[src/i2cms_pkg.sv]
// ----------------------------------------------------------------------------
// i2cms_pkg
// Types, command codes, phase codes and segment functions shared by the
// i2c master byte sequencer.
// ----------------------------------------------------------------------------
package i2cms_pkg;

  // command codes
  localparam logic [2:0] CMD_NONE     = 3'd0;
  localparam logic [2:0] CMD_START    = 3'd1;
  localparam logic [2:0] CMD_STOP     = 3'd2;
  localparam logic [2:0] CMD_SEND     = 3'd3;
  localparam logic [2:0] CMD_RECEIVE  = 3'd4;
  localparam logic [2:0] CMD_WAIT_ACK = 3'd5;

  // phase codes
  localparam logic [4:0] PH_IDLE    = 5'd0;
  localparam logic [4:0] PH_ST_A    = 5'd1;
  localparam logic [4:0] PH_ST_B    = 5'd2;
  localparam logic [4:0] PH_ST_FIN  = 5'd3;
  localparam logic [4:0] PH_SP_A    = 5'd4;
  localparam logic [4:0] PH_SP_B    = 5'd5;
  localparam logic [4:0] PH_SP_FIN  = 5'd6;
  localparam logic [4:0] PH_TX_SET  = 5'd7;
  localparam logic [4:0] PH_TX_HIGH = 5'd8;
  localparam logic [4:0] PH_TX_LOW  = 5'd9;
  localparam logic [4:0] PH_TX_FIN  = 5'd10;
  localparam logic [4:0] PH_RX_LOW  = 5'd11;
  localparam logic [4:0] PH_RX_HIGH = 5'd12;
  localparam logic [4:0] PH_RA_LOW  = 5'd13;
  localparam logic [4:0] PH_RA_HIGH = 5'd14;
  localparam logic [4:0] PH_RX_FIN  = 5'd15;
  localparam logic [4:0] PH_WA_REL  = 5'd16;
  localparam logic [4:0] PH_WA_HIGH = 5'd17;
  localparam logic [4:0] PH_WA_POLL = 5'd18;

  localparam logic [3:0] BITS_PER_BYTE   = 4'd8;
  localparam logic [7:0] ACK_TIMEOUT_RST = 8'd250;

  typedef struct packed {
    logic [2:0] command;
    logic [7:0] tx_byte;
    logic       send_ack;
    logic       sda_in;
  } item_t;

  typedef struct packed {
    logic       scl_level;
    logic       sda_drive;
    logic       sda_level;
    logic       busy_res;
    logic       done_res;
    logic [7:0] rx_byte;
    logic       ack_failed;
  } result_t;

  typedef struct packed {
    logic [4:0] phase;
    logic [2:0] tick_count;
    logic [3:0] bit_index;
    logic [7:0] shift_reg;
    logic [7:0] wait_count;
    logic       scl_reg;
    logic       sda_reg;
    logic       sda_dir;
    logic       ack_choice;
    logic [7:0] rx_reg;
    logic       fail_flag;
  } seq_state_t;

  // line changes on the first tick of a segment; a finishing segment returns to idle
  function automatic seq_state_t enter_seg(seq_state_t st, logic [4:0] p, logic sda_in);
    seq_state_t n;
    logic [2:0] hold;
    logic       fin;
    n    = st;
    hold = 3'd0;
    fin  = 1'b0;
    case (p)
      PH_ST_A: begin
        n.sda_dir = 1'b1; n.sda_reg = 1'b1; n.scl_reg = 1'b1; hold = 3'd3;
      end
      PH_ST_B: begin
        n.sda_reg = 1'b0; hold = 3'd3;
      end
      PH_ST_FIN: begin
        n.scl_reg = 1'b0; fin = 1'b1;
      end
      PH_SP_A: begin
        n.sda_dir = 1'b1; n.scl_reg = 1'b0; n.sda_reg = 1'b0; hold = 3'd3;
      end
      PH_SP_B: begin
        n.scl_reg = 1'b1; n.sda_reg = 1'b1; hold = 3'd3;
      end
      PH_SP_FIN: fin = 1'b1;
      PH_TX_SET: begin
        n.sda_dir   = 1'b1;
        n.scl_reg   = 1'b0;
        n.sda_reg   = st.shift_reg[7];
        n.shift_reg = {st.shift_reg[6:0], 1'b0};
        n.bit_index = st.bit_index + 4'd1;
        hold        = 3'd1;
      end
      PH_TX_HIGH: begin
        n.scl_reg = 1'b1; hold = 3'd1;
      end
      PH_TX_LOW: begin
        n.scl_reg = 1'b0; hold = 3'd1;
      end
      PH_TX_FIN: fin = 1'b1;
      PH_RX_LOW: begin
        n.sda_dir = 1'b0; n.scl_reg = 1'b0; hold = 3'd1;
      end
      PH_RX_HIGH: begin
        n.scl_reg   = 1'b1;
        n.shift_reg = {st.shift_reg[6:0], sda_in};
        n.bit_index = st.bit_index + 4'd1;
      end
      PH_RA_LOW: begin
        n.scl_reg = 1'b0;
        n.sda_dir = 1'b1;
        n.sda_reg = ~st.ack_choice;
        hold      = 3'd1;
      end
      PH_RA_HIGH: begin
        n.scl_reg = 1'b1; hold = 3'd1;
      end
      PH_RX_FIN: begin
        n.scl_reg = 1'b0; n.rx_reg = st.shift_reg; fin = 1'b1;
      end
      PH_WA_REL: begin
        n.sda_dir    = 1'b0;
        n.sda_reg    = 1'b1;
        n.fail_flag  = 1'b0;
        n.wait_count = 8'd0;
      end
      PH_WA_HIGH: n.scl_reg = 1'b1;
      PH_WA_POLL: hold = 3'd0;
      default:    fin = 1'b1;
    endcase
    if (fin) begin
      n.phase      = PH_IDLE;
      n.tick_count = 3'd0;
    end else begin
      n.phase      = p;
      n.tick_count = hold;
    end
    return n;
  endfunction

  // segment that follows a finished one
  function automatic logic [4:0] next_seg(logic [4:0] p, logic [3:0] bit_index);
    logic [4:0] r;
    r = PH_IDLE;
    case (p)
      PH_ST_A:    r = PH_ST_B;
      PH_ST_B:    r = PH_ST_FIN;
      PH_SP_A:    r = PH_SP_B;
      PH_SP_B:    r = PH_SP_FIN;
      PH_TX_SET:  r = PH_TX_HIGH;
      PH_TX_HIGH: r = PH_TX_LOW;
      PH_TX_LOW:  r = (bit_index >= BITS_PER_BYTE) ? PH_TX_FIN : PH_TX_SET;
      PH_RX_LOW:  r = PH_RX_HIGH;
      PH_RX_HIGH: r = (bit_index >= BITS_PER_BYTE) ? PH_RA_LOW : PH_RX_LOW;
      PH_RA_LOW:  r = PH_RA_HIGH;
      PH_RA_HIGH: r = PH_RX_FIN;
      PH_WA_REL:  r = PH_WA_HIGH;
      PH_WA_HIGH: r = PH_WA_POLL;
      default:    r = PH_IDLE;
    endcase
    return r;
  endfunction

endpackage

[src/i2cms_if.sv]
// ----------------------------------------------------------------------------
// i2cms_if
// Valid/ready channels for tick items and result items.
// ----------------------------------------------------------------------------
interface i2cms_tick_if;
  logic       valid;
  logic       ready;
  logic [2:0] command;
  logic [7:0] tx_byte;
  logic       send_ack;
  logic       sda_in;

  modport source (output valid, command, tx_byte, send_ack, sda_in, input ready);
  modport sink (input valid, command, tx_byte, send_ack, sda_in, output ready);
endinterface

interface i2cms_result_if;
  logic       valid;
  logic       ready;
  logic       scl_level;
  logic       sda_drive;
  logic       sda_level;
  logic       busy_res;
  logic       done_res;
  logic [7:0] rx_byte;
  logic       ack_failed;

  modport source (output valid, scl_level, sda_drive, sda_level, busy_res, done_res,
                  rx_byte, ack_failed, input ready);
  modport sink (input valid, scl_level, sda_drive, sda_level, busy_res, done_res,
                rx_byte, ack_failed, output ready);
endinterface

[src/i2cms_step.sv]
// ----------------------------------------------------------------------------
// i2cms_step
// Input register plus sequencer state; works out one tick per transfer.
// ----------------------------------------------------------------------------
module i2cms_step (
  input  logic                 clk,
  input  logic                 rst,
  input  logic [7:0]           ack_timeout,
  input  logic                 in_valid,
  input  i2cms_pkg::item_t     in_item,
  output logic                 in_ready,
  output logic                 res_valid,
  output i2cms_pkg::result_t   res,
  input  logic                 res_ready
);

  logic                    item_valid;
  i2cms_pkg::item_t        item;
  i2cms_pkg::seq_state_t   state;
  i2cms_pkg::seq_state_t   state_next;
  logic                    done_next;
  logic                    advance;

  assign advance   = item_valid && res_ready;
  assign in_ready  = !item_valid || res_ready;
  assign res_valid = item_valid;

  // input register
  always_ff @(posedge clk) begin
    if (rst) begin
      item_valid <= 1'b0;
    end else if (in_ready) begin
      item_valid <= in_valid;
    end
  end

  always_ff @(posedge clk) begin
    if (in_ready && in_valid) begin
      item <= in_item;
    end
  end

  // one tick of the sequencer
  always_comb begin
    state_next = state;
    done_next  = 1'b0;
    if (state.phase == i2cms_pkg::PH_IDLE) begin
      case (item.command)
        i2cms_pkg::CMD_START: begin
          state_next = i2cms_pkg::enter_seg(state, i2cms_pkg::PH_ST_A, item.sda_in);
        end
        i2cms_pkg::CMD_STOP: begin
          state_next = i2cms_pkg::enter_seg(state, i2cms_pkg::PH_SP_A, item.sda_in);
        end
        i2cms_pkg::CMD_SEND: begin
          state_next.shift_reg = item.tx_byte;
          state_next.bit_index = 4'd0;
          state_next = i2cms_pkg::enter_seg(state_next, i2cms_pkg::PH_TX_SET, item.sda_in);
        end
        i2cms_pkg::CMD_RECEIVE: begin
          state_next.ack_choice = item.send_ack;
          state_next.bit_index  = 4'd0;
          state_next.shift_reg  = 8'd0;
          state_next = i2cms_pkg::enter_seg(state_next, i2cms_pkg::PH_RX_LOW, item.sda_in);
        end
        i2cms_pkg::CMD_WAIT_ACK: begin
          state_next = i2cms_pkg::enter_seg(state, i2cms_pkg::PH_WA_REL, item.sda_in);
        end
        default: state_next = state;
      endcase
    end else if (state.tick_count != 3'd0) begin
      state_next.tick_count = state.tick_count - 3'd1;
    end else if (state.phase == i2cms_pkg::PH_WA_POLL) begin
      if (!item.sda_in) begin
        state_next.scl_reg = 1'b0;
        state_next.phase   = i2cms_pkg::PH_IDLE;
        done_next          = 1'b1;
      end else if (state.wait_count >= ack_timeout) begin
        state_next.fail_flag = 1'b1;
        state_next = i2cms_pkg::enter_seg(state_next, i2cms_pkg::PH_SP_A, item.sda_in);
      end else begin
        state_next.wait_count = state.wait_count + 8'd1;
      end
    end else begin
      state_next = i2cms_pkg::enter_seg(state,
                     i2cms_pkg::next_seg(state.phase, state.bit_index), item.sda_in);
      done_next  = (state_next.phase == i2cms_pkg::PH_IDLE);
    end
  end

  // result fields for this tick
  always_comb begin
    res.scl_level  = state_next.scl_reg;
    res.sda_drive  = state_next.sda_dir;
    res.sda_level  = state_next.sda_reg;
    res.busy_res   = (state_next.phase != i2cms_pkg::PH_IDLE);
    res.done_res   = done_next;
    res.rx_byte    = state_next.rx_reg;
    res.ack_failed = state_next.fail_flag;
  end

  // sequencer state
  always_ff @(posedge clk) begin
    if (rst) begin
      state.phase      <= i2cms_pkg::PH_IDLE;
      state.tick_count <= 3'd0;
      state.bit_index  <= 4'd0;
      state.shift_reg  <= 8'd0;
      state.wait_count <= 8'd0;
      state.scl_reg    <= 1'b1;
      state.sda_reg    <= 1'b1;
      state.sda_dir    <= 1'b0;
      state.ack_choice <= 1'b0;
      state.rx_reg     <= 8'd0;
      state.fail_flag  <= 1'b0;
    end else if (advance) begin
      state <= state_next;
    end
  end

  // checks
  a_idle_no_count: assert property (@(posedge clk) disable iff (rst)
    state.phase == i2cms_pkg::PH_IDLE |-> state.tick_count == 3'd0)
    else $error("idle phase with a pending tick count");

  a_done_not_busy: assert property (@(posedge clk) disable iff (rst)
    res_valid && res.done_res |-> !res.busy_res)
    else $error("done pulse while still busy");

  a_state_holds: assert property (@(posedge clk) disable iff (rst)
    !advance |=> $stable(state))
    else $error("state moved without a transfer");

endmodule

[src/i2cms_out_buf.sv]
// ----------------------------------------------------------------------------
// i2cms_out_buf
// Two-entry result queue between the sequencer and the result channel.
// ----------------------------------------------------------------------------
module i2cms_out_buf (
  input  logic                clk,
  input  logic                rst,
  input  logic                push_valid,
  input  i2cms_pkg::result_t  push_data,
  output logic                push_ready,
  output logic                pop_valid,
  output i2cms_pkg::result_t  pop_data,
  input  logic                pop_ready
);

  i2cms_pkg::result_t  entry [2];
  logic                wr_ptr;
  logic                rd_ptr;
  logic [1:0]          count;
  logic                push;
  logic                pop;

  assign pop_valid  = (count != 2'd0);
  assign pop        = pop_valid && pop_ready;
  assign push_ready = (count != 2'd2) || pop_ready;
  assign push       = push_valid && push_ready;
  assign pop_data   = entry[rd_ptr];

  // pointers and fill level
  always_ff @(posedge clk) begin
    if (rst) begin
      wr_ptr <= 1'b0;
      rd_ptr <= 1'b0;
      count  <= 2'd0;
    end else begin
      if (push) begin
        wr_ptr <= ~wr_ptr;
      end
      if (pop) begin
        rd_ptr <= ~rd_ptr;
      end
      if (push && !pop) begin
        count <= count + 2'd1;
      end else if (pop && !push) begin
        count <= count - 2'd1;
      end
    end
  end

  // storage
  always_ff @(posedge clk) begin
    if (push) begin
      entry[wr_ptr] <= push_data;
    end
  end

  // checks
  a_no_overflow: assert property (@(posedge clk) disable iff (rst)
    count != 2'd3)
    else $error("result queue overflow");

  a_ptr_match: assert property (@(posedge clk) disable iff (rst)
    (count == 2'd0 || count == 2'd2) |-> wr_ptr == rd_ptr)
    else $error("queue pointers disagree with fill level");

endmodule

[src/i2c_master_byte_sequencer_core.sv]
// ----------------------------------------------------------------------------
// i2c_master_byte_sequencer_core
// I2C master that drives SCL and SDA one tick per accepted item.
// ----------------------------------------------------------------------------
// path: a tick is held in the input register and its result then in the result
//   queue, as earlier ticks permit
// throughput: one tick per cycle while the result channel keeps taking results
// reset: synchronous rst empties both stages, idles the bus (SCL and SDA
//   high, SDA released) and loads ack_timeout with 250
module i2c_master_byte_sequencer_core (
  input  logic                  clk,
  input  logic                  rst,
  i2cms_tick_if.sink            tick,
  i2cms_result_if.source        result,
  input  logic                  cfg_we,
  input  logic [7:0]            cfg_wdata
);

  logic [7:0]          ack_timeout;
  i2cms_pkg::item_t    item;
  logic                step_valid;
  logic                step_ready;
  i2cms_pkg::result_t  step_res;
  i2cms_pkg::result_t  out_res;

  // configuration register
  always_ff @(posedge clk) begin
    if (rst) begin
      ack_timeout <= i2cms_pkg::ACK_TIMEOUT_RST;
    end else if (cfg_we) begin
      ack_timeout <= cfg_wdata;
    end
  end

  // tick payload
  always_comb begin
    item.command  = tick.command;
    item.tx_byte  = tick.tx_byte;
    item.send_ack = tick.send_ack;
    item.sda_in   = tick.sda_in;
  end

  i2cms_step u_step (
    .clk         (clk),
    .rst         (rst),
    .ack_timeout (ack_timeout),
    .in_valid    (tick.valid),
    .in_item     (item),
    .in_ready    (tick.ready),
    .res_valid   (step_valid),
    .res         (step_res),
    .res_ready   (step_ready)
  );

  i2cms_out_buf u_out_buf (
    .clk        (clk),
    .rst        (rst),
    .push_valid (step_valid),
    .push_data  (step_res),
    .push_ready (step_ready),
    .pop_valid  (result.valid),
    .pop_data   (out_res),
    .pop_ready  (result.ready)
  );

  // result payload
  assign result.scl_level  = out_res.scl_level;
  assign result.sda_drive  = out_res.sda_drive;
  assign result.sda_level  = out_res.sda_level;
  assign result.busy_res   = out_res.busy_res;
  assign result.done_res   = out_res.done_res;
  assign result.rx_byte    = out_res.rx_byte;
  assign result.ack_failed = out_res.ack_failed;

endmodule
[src/flat_wrapper.sv]
// flat-port wrapper written by rule: the top's interface ports become plain ports
module i2c_master_byte_sequencer_core_flat 
  (clk, rst, cfg_we, cfg_wdata, tick_valid, tick_command, tick_tx_byte, tick_send_ack, tick_sda_in, tick_ready, result_valid, result_scl_level, result_sda_drive, result_sda_level, result_busy_res, result_done_res, result_rx_byte, result_ack_failed, result_ready);
  i2cms_tick_if tick_i ();
  i2cms_result_if result_i ();
  input  logic clk;
  input  logic rst;
  input  logic cfg_we;
  input  logic [7:0] cfg_wdata;
  input wire logic [$bits(tick_i.valid)-1:0] tick_valid;
  input wire logic [$bits(tick_i.command)-1:0] tick_command;
  input wire logic [$bits(tick_i.tx_byte)-1:0] tick_tx_byte;
  input wire logic [$bits(tick_i.send_ack)-1:0] tick_send_ack;
  input wire logic [$bits(tick_i.sda_in)-1:0] tick_sda_in;
  output wire logic [$bits(tick_i.ready)-1:0] tick_ready;
  output wire logic [$bits(result_i.valid)-1:0] result_valid;
  output wire logic [$bits(result_i.scl_level)-1:0] result_scl_level;
  output wire logic [$bits(result_i.sda_drive)-1:0] result_sda_drive;
  output wire logic [$bits(result_i.sda_level)-1:0] result_sda_level;
  output wire logic [$bits(result_i.busy_res)-1:0] result_busy_res;
  output wire logic [$bits(result_i.done_res)-1:0] result_done_res;
  output wire logic [$bits(result_i.rx_byte)-1:0] result_rx_byte;
  output wire logic [$bits(result_i.ack_failed)-1:0] result_ack_failed;
  input wire logic [$bits(result_i.ready)-1:0] result_ready;
  assign tick_i.valid = tick_valid;
  assign tick_i.command = tick_command;
  assign tick_i.tx_byte = tick_tx_byte;
  assign tick_i.send_ack = tick_send_ack;
  assign tick_i.sda_in = tick_sda_in;
  assign tick_ready = tick_i.ready;
  assign result_valid = result_i.valid;
  assign result_scl_level = result_i.scl_level;
  assign result_sda_drive = result_i.sda_drive;
  assign result_sda_level = result_i.sda_level;
  assign result_busy_res = result_i.busy_res;
  assign result_done_res = result_i.done_res;
  assign result_rx_byte = result_i.rx_byte;
  assign result_ack_failed = result_i.ack_failed;
  assign result_i.ready = result_ready;
  i2c_master_byte_sequencer_core u_core (.clk(clk), .rst(rst), .tick(tick_i), .result(result_i), .cfg_we(cfg_we), .cfg_wdata(cfg_wdata));
endmodule
[config.mk]
export PLATFORM = sky130hd
export DESIGN_NAME = i2c_master_byte_sequencer_core_flat
export DESIGN_NICKNAME = d
export VERILOG_FILES = /design/src/i2cms_pkg.sv /design/src/i2cms_if.sv /design/src/i2cms_step.sv /design/src/i2cms_out_buf.sv /design/src/i2c_master_byte_sequencer_core.sv /design/src/flat_wrapper.sv
export SDC_FILE = /design/constraint.sdc
export NUM_CORES = 1
export LEC_CHECK = 0
export ABC_AREA = 0
export BUFFER_PORTS_ARGS = -buffer_cell sky130_fd_sc_hd__buf_2
export CORE_UTILIZATION = 62
export CTS_BUF_LIST = sky130_fd_sc_hd__clkbuf_4 sky130_fd_sc_hd__clkbuf_8
export DETAILED_ROUTE_END_ITERATION = 10
export MAX_ROUTING_LAYER = met4
export PLACE_DENSITY = 0.93
export SYNTH_ARGS = -nofsm -noshare
export SYNTH_HDL_FRONTEND = slang
export SYNTH_SLANG_ARGS = --single-unit
[constraint.sdc]
create_clock -name clk -period 3.4 [get_ports clk]
set_clock_uncertainty 0.15 [all_clocks]
set_input_delay 0.68 -clock clk [delete_from_list [all_inputs] [get_ports clk]]
set_output_delay 0.68 -clock clk [all_outputs]
set_load 0.02 [all_outputs]
==> impl_metrics.env, run 1 <==
export IMPL_detail_route_wl_per_cell_um=18.4
export IMPL_leakage_nw=2.14
export IMPL_regArea_um2=2330
export IMPL_max_stage_delay_ns=0.78
export IMPL_timing_final_crit_share_pct=86.5
export IMPL_finalNonFillerCells=685
export IMPL_ys_ff_latch=96
export IMPL_area_growth_pct=10.6
export IMPL_die_area_um2=8630
export IMPL_fin_nets=619
export IMPL_cts_clk_slew_worst_paths_ns=0.11
export IMPL_critPathRequiredTime_ns=3.37
export IMPL_antenna_found_initial=0
export IMPL_dp_cells=669
export IMPL_drc=0
export IMPL_synth_fp_nets=582
export IMPL_via_per_inst=6.38
export IMPL_rows=32
export IMPL_fill_cells=585
export IMPL_die_h_um=92.9
export IMPL_multi_input_area_um2=2560
export IMPL_final_util_pct=72.2
export IMPL_track_usage_pct=31.3
export IMPL_pin_count=42
export IMPL_cts_hold_buf=0
export IMPL_start_kind="flip-flop"
export IMPL_slowest_stage="or4_1"
export IMPL_hold_violations=0
export IMPL_cts_sink_count=96
export IMPL_root_buffer="clkbuf_8"
export IMPL_synth_cell_types=70
export IMPL_grt_max_degree=38
export IMPL_place_hpwl_um=9330
export IMPL_ff2ff_setup_slack_ns=0.46
export IMPL_hp_class="input port to flip-flop"
export IMPL_syn_inst=541
export IMPL_max_slew_margin_pct=22.4
export IMPL_critical_path_class="flip-flop to flip-flop"
export IMPL_initialDrtViolationCount=383
export IMPL_num_vias=4371
export IMPL_rsz0062_at_grt="no"
export IMPL_synth_area_um2=5120
export IMPL_tightest_slew_ns=1.16
export IMPL_synth_edff_count=41
export IMPL_ys_flop_type="dfxtp_1"
export IMPL_path_cells="nand2b_1 -> or2_1 -> a31o_1 -> or4_1 -> mux2_1"
export IMPL_cts_made_buffers=9
export IMPL_core_area_um2=7850
export IMPL_drive_gt1_share_pct=17.2
export IMPL_crit_fanout=21
export IMPL_synth_avg_cell_area_um2=9.47
export IMPL_synth_async_reset_ratio_pct=0
export IMPL_cts_resized=0
export IMPL_cts_setup_buffers=0
export IMPL_ir_drop_mv=0.368
export IMPL_critPathCaptureType="flip-flop"
export IMPL_max_freq_mhz=340
export IMPL_cp_arrival_ns=2.91
export IMPL_power_density_nw_per_um2=512
export IMPL_ys_warn_count=0
export IMPL_dr_pass1_iters=5
export IMPL_setup_violations=0
export IMPL_status="finished, final reports clean"
export IMPL_maxCapViolations=0
export IMPL_diodes=0
export IMPL_place_congestion=0.959
export IMPL_cts_tree="done"
export IMPL_htreeDepth=3
export IMPL_grt_pass1_vias=4075
export IMPL_maxSlewViolCount=0
export IMPL_setup_tns_ns=0
export IMPL_ant_nets=0
export IMPL_grt_pass1_wl_um=20100
export IMPL_finalWirelength_um=12600
export IMPL_clockBufferDepth=2
export IMPL_gr_total_overflow=0
export IMPL_min_period_ns=2.94
export IMPL_clock_latency_ns=0.38
export IMPL_floorplan_initialDensity_pct=65.3
export IMPL_seq_area_frac_synth_pct=45.5
export IMPL_die_w_um=92.9
export IMPL_portBuffers=41
==> metrics by stage <==
step	instance area, µm²	setup WS [ns]	hold slack [ns]	power [mW]
2_1_floorplan	5120	0.859	0.282	1.91
3_3_place_gp	5460	0.537	0.293	2.13
3_5_place_dp	5460	0.505	0.318	2.15
4_1_cts	5670	0.482	0.313	2.90
5_1_grt	5670	0.290	0.311	3.02
6_report	5670	0.460	0.325	2.90
==> routing by layer <==
layer	GRT usage, %	vias up	routed length (µm)
met4	14.4	0	403
met5	-	-	0
met3	4.19	35	730
met1	39.6	2060	5280
li1	-	2073	-
met2	50.2	203	6170
==> final cells by class <==
type	instances	area share, %
flip-flops and latches	96	41.2
repair buffers	61	6.27
inverters	24	1.59
multi-input cells	386	45.2
well taps	102	2.25
clock buffers	9	2.19
clock inverters	7	1.39
==> synth_stat cells (5+ instances only) <==
cell / instances / share of area, %
mux2_2: 14 / 3.1
nand4_1: 5 / 0.61
a211oi_1: 17 / 2.5
ha_1: 15 / 3.7
o211ai_1: 15 / 2.2
a22oi_1: 10 / 1.5
a21oi_1: 28 / 2.7
mux2i_1: 12 / 2.3
nor2b_1: 12 / 1.5
nand2b_1: 14 / 1.7
o31ai_1: 7 / 1.0
nor2_1: 43 / 3.2
edfxtp_1: 41 / 24
nand3_1: 9 / 0.88
or3_1: 10 / 1.2
o21ai_0: 31 / 3.0
nand2_1: 44 / 3.2
dfxtp_1: 55 / 21
xor2_1: 6 / 1.0
nor3_1: 14 / 1.4
clkbuf_1: 27 / 2.0
inv_1: 23 / 1.7
==> cell families after synthesis <==
logic type	count (synthesis)	synth area share, %
AND/OR/NAND/NOR	188	19.2
AO/OA/AOI/OAI	144	19.2
flip-flops	96	45.5
buffers and inverters	59	4.64
multiplexers	30	6.30
adder cells (fa/ha/maj)	15	3.66
XOR/XNOR	9	1.54
==> power by group <==
group / total, mW / switching [mW] / internal, mW / leakage [nW]
Combinational: 0.762 / 0.458 / 0.304 / 1.19
Sequential: 1.38 / 0.0800 / 1.30 / 0.850
Clock: 0.761 / 0.464 / 0.297 / 0.104
Total: 2.90 / 1.00 / 1.90 / 2.14
==> registers in the layout, summed over array words and instances, names as in the netlist, named ones only <==
signal	cells
u_core.u_step.state	41
u_core.u_out_buf.entry	28
u_core.u_step.item	13
u_core.ack_timeout	8
u_core.u_out_buf.count	2
u_core.u_out_buf.rd_ptr	1
u_core.u_out_buf.wr_ptr	1
u_core.u_step.res_valid	1
==> worst max-delay path, delay by kind of cell, from the launching register on <==
kind,cells,cell delay [ns]
mux,1,0.44
compound gates,1,0.19
simple gates,3,1.23
flops,1,0.68
==> cells in the final DEF, fill, tap and decap left out, drive strengths merged, types with 3 or more instances in the layout <==
cell and count:
o31ai 7, a211oi 17, a21oi 29, or2 4
nor3 14, a22oi 10, nand2b 14, nand3 9
or4 5, nor4 3, a211o 3, xnor2 3
edfxtp 41, inv 28, nor3b 4, dfxtp 55
or3 12, o211ai 15, nand2 44, nor2 44
clkinv 3, a221oi 3, nand4b 3, mux2i 12
nand4 5, o22ai 3, and3b 3, nor2b 12
mux2 18, clkbuf 9, buf 61, ha 15
o21ai 33, xor2 6, and2 3, and3 4
==> worst paths after layout <==
check | startpoint | to | cells after the start
worst min-delay path | tick_tx_byte[0] | u_core.u_step.item[2] | 1
worst min register to register | u_core.u_step.state[7] | u_core.u_step.state[7] | 2
worst max register to register | u_core.u_step.state[38] | u_core.u_out_buf.entry[0][8] | 5
worst max-delay path | u_core.u_step.state[38] | u_core.u_out_buf.entry[0][8] | 5
(Power assumes the default switching activity.)
==> run 2, diff against run 1 <==
--- a/config.mk
+++ b/config.mk
@@ -14,4 +14,6 @@
 export PLACE_DENSITY = 0.93
+export SLEW_MARGIN = 25
 export SYNTH_ARGS = -nofsm -noshare
 export SYNTH_HDL_FRONTEND = slang
+export SYNTH_HIERARCHICAL = 1
 export SYNTH_SLANG_ARGS = --single-unit
==> constraint.sdc (replaced) <==
create_clock -name clk -period 3.4 [get_ports clk]
set_clock_uncertainty 0.15 [all_clocks]
set_input_delay 0.34 -clock clk [delete_from_list [all_inputs] [get_ports clk]]
set_output_delay 0.34 -clock clk [all_outputs]
set_load 0.02 [all_outputs]
==> impl_metrics.env, run 2 <==
export IMPL_status="finished, final reports clean"
export IMPL_synth_avg_cell_area_um2=9.60
export IMPL_cts_resized=0
export IMPL_clock_latency_ns=0.38
export IMPL_crit_fanout=12
export IMPL_synth_edff_count=41
export IMPL_detail_route_wl_per_cell_um=17.8
export IMPL_synth_cell_types=75
export IMPL_place_congestion=0.991
export IMPL_leakage_nw=2.27
export IMPL_synth_most_common_cell="dfxtp_1"
export IMPL_ys_flop_type="dfxtp_1"
export IMPL_rows=33
export IMPL_min_period_ns=2.86
export IMPL_place_hpwl_um=8820
export IMPL_dr_pass1_iters=5
export IMPL_timing_final_crit_share_pct=84.1
export IMPL_antenna_found_initial=0
export IMPL_ys_warn_count=6
export IMPL_switching_power_mw=1.08
export IMPL_pin_count=42
export IMPL_die_w_um=94.2
export IMPL_syn_inst=549
export IMPL_critPathRequiredTime_ns=3.32
export IMPL_synth_area_leaders="edfxtp_1, dfxtp_1, mux2_2"
export IMPL_finalWirelength_um=12500
export IMPL_num_vias=4423
export IMPL_maxSlewViolCount=0
export IMPL_largest_register_ffs=41
export IMPL_cts_made_buffers=9
export IMPL_setup_tns_ns=0
export IMPL_grt_max_degree=30
export IMPL_setup_ws_ns=0.540
export IMPL_path_buf_inv=0
export IMPL_rsz0062_at_grt="no"
export IMPL_path_cells="or4_4 -> o21a_1 -> nand4_1 -> nor2_1 -> a2111oi_0 -> nand4_1"
export IMPL_regMostFlops="u_core/u_step/state"
export IMPL_die_area_um2=8880
export IMPL_p_total_mw=3.05
export IMPL_ir_drop_mv=0.327
export IMPL_yosys_area_top_type="edfxtp_1"
export IMPL_setup_violations=0
export IMPL_cts_clk_slew_worst_paths_ns=0.10
export IMPL_gr_total_overflow=0
export IMPL_floorplan_initialDensity_pct=64.2
export IMPL_tightest_slew_ns=0.753
export IMPL_comb_power_share_pct=29.8
export IMPL_hp_class="input port to flip-flop"
export IMPL_power_density_nw_per_um2=521
export IMPL_multi_input_area_um2=2610
export IMPL_reg2reg_from="u_core/u_step/state[37]"
export IMPL_clkPwrFrac_pct=24.9
export IMPL_synth_cells_most_frequent="dfxtp_1, a21oi_1, edfxtp_1, nor2_1, o21ai_0"
export IMPL_track_usage_pct=29.8
export IMPL_startpoint="u_core/u_step/state[37]"
export IMPL_cts_setup_buffers=0
export IMPL_ys_ff_latch=96
export IMPL_via_per_inst=6.34
export IMPL_dp_worst_setup_slack_ns=0.613
export IMPL_portBuffers=41
export IMPL_regArea_um2=2330
export IMPL_seq_area_frac_synth_pct=44.2
export IMPL_initialDrtViolationCount=480
export IMPL_cts_sink_count=96
export IMPL_fin_nets=629
export IMPL_cts_tree="done"
export IMPL_max_slew_margin_pct=49.8
export IMPL_hold_violations=0
export IMPL_clockBufferDepth=2
export IMPL_p_int_mw=1.97
export IMPL_drc=0
export IMPL_ff2ff_setup_slack_ns=0.54
export IMPL_area_growth_pct=11.0
export IMPL_htreeDepth=3
export IMPL_drive_gt1_share_pct=20.2
export IMPL_pwr_share_seq_pct=45.3
export IMPL_critical_path_class="flip-flop to flip-flop"
export IMPL_yosys_area_top_type_share_pct=23.4
export IMPL_root_buffer="clkbuf_8"
export IMPL_cp_top_family="simple AND/OR/NAND/NOR gates"
export IMPL_final_common_cell="dfxtp_1"
export IMPL_fill_cells=583
export IMPL_core_area_um2=8220
export IMPL_synth_area_um2=5270
export IMPL_max_stage_delay_ns=0.64
export IMPL_critPathCaptureType="flip-flop"
export IMPL_switching_share_pct=35.5
export IMPL_grt_pass1_vias=4192
export IMPL_diodes=0
export IMPL_grt_pass1_wl_um=19800
export IMPL_die_h_um=94.2
export IMPL_layout_common_cells="dfxtp_1, a21oi_1, buf_2, edfxtp_1, nor2_1"
export IMPL_ant_nets=0
export IMPL_hold_start="cfg_wdata[7]"
export IMPL_reg_top3="u_core/u_step/state: 41 flops, u_core/u_out_buf/entry: 28 flops, u_core/u_step/item: 13 flops"
export IMPL_max_freq_mhz=350
export IMPL_synth_async_reset_ratio_pct=0
export IMPL_synth_fp_nets=590
export IMPL_cp_arrival_ns=2.78
export IMPL_slowest_stage="or4_4"
export IMPL_maxCapViolations=0
export IMPL_cpMostUsedCell="nand4_1"
export IMPL_start_kind="flip-flop"
==> run 2: cell count changes in the layout (fill, tap and decap cells not counted), moves of 6 or more <==
cell / delta
a21oi_1: +23
mux2_2: +9
dlygate4sd3_1: +15
nand2_1: -11
a211oi_1: -7
nor3_1: -6
o211ai_1: -12
a22oi_1: -8
a211o_1: +6
==> run 2: worst paths after layout <==
kind                                    to  cells past startpoint
min                  u_core/ack_timeout[7]                      2
min reg2reg         u_core/u_step/state[1]                      2
max reg2reg  u_core/u_out_buf/entry[1][10]                      6
max          u_core/u_out_buf/entry[1][10]                      6
==> run 2: power by group through the flow <==
stage               logic [mW]  clock network, mW  registers (mW)
finish                   0.909              0.758            1.38
CTS                      0.888              0.767            1.38
detailed placement       0.869                  0            1.41
global placement         0.844                  0            1.40
floorplan                0.681                  0            1.37
global route             0.980              0.822            1.39
==> run 2: what timing repair did <==
| action | 4_1_cts | 5_1_grt |
|---|---|---|
| hold endpoints to repair | 13 | 2 |
| hold buffers | 13 | 2 |
| endpoints found under the setup margin | 0 | 0 |
==> run 2: cell families (layout without fill, tap and decap cells) <==
group,Yosys count,in the layout,share of synthesized area (%)
xor+xnor,8,8,1.33
mux,34,34,7.00
compound gates,157,157,19.6
buf+inv,68,112,6.29
flops,96,96,44.2
simple gates,171,171,18.0
fa+ha+maj,15,15,3.56
==> run 2: metrics by stage <==
step                      std cells  utilization, %  hold WS [ns]  cell area [µm²]
after floorplan                 549               -         0.259             5270
after global placement          667            66.8         0.306             5490
after detailed placement        667            66.8         0.317             5490
after CTS                       696            71.0       0.00356             5830
after global routing            698            71.2     0.0000344             5850
final                           698            71.2        0.0131             5850
==> run 2: area by class of cell <==
type                            count  area share [%]
Multi-Input combinational cell    385            44.6
Sequential cell                    96            39.9
Timing Repair Buffer               73            8.25
Tap cell                          105            2.25
Clock buffer                        9            2.12
Clock inverter                      7            1.48
Inverter                           23            1.48
==> run 2: layer usage <==
metal  GRT usage (%)  wire (µm)
met5               -          0
met4            12.6        344
met3            6.72        955
met2            48.4       6000
met1            35.6       5160
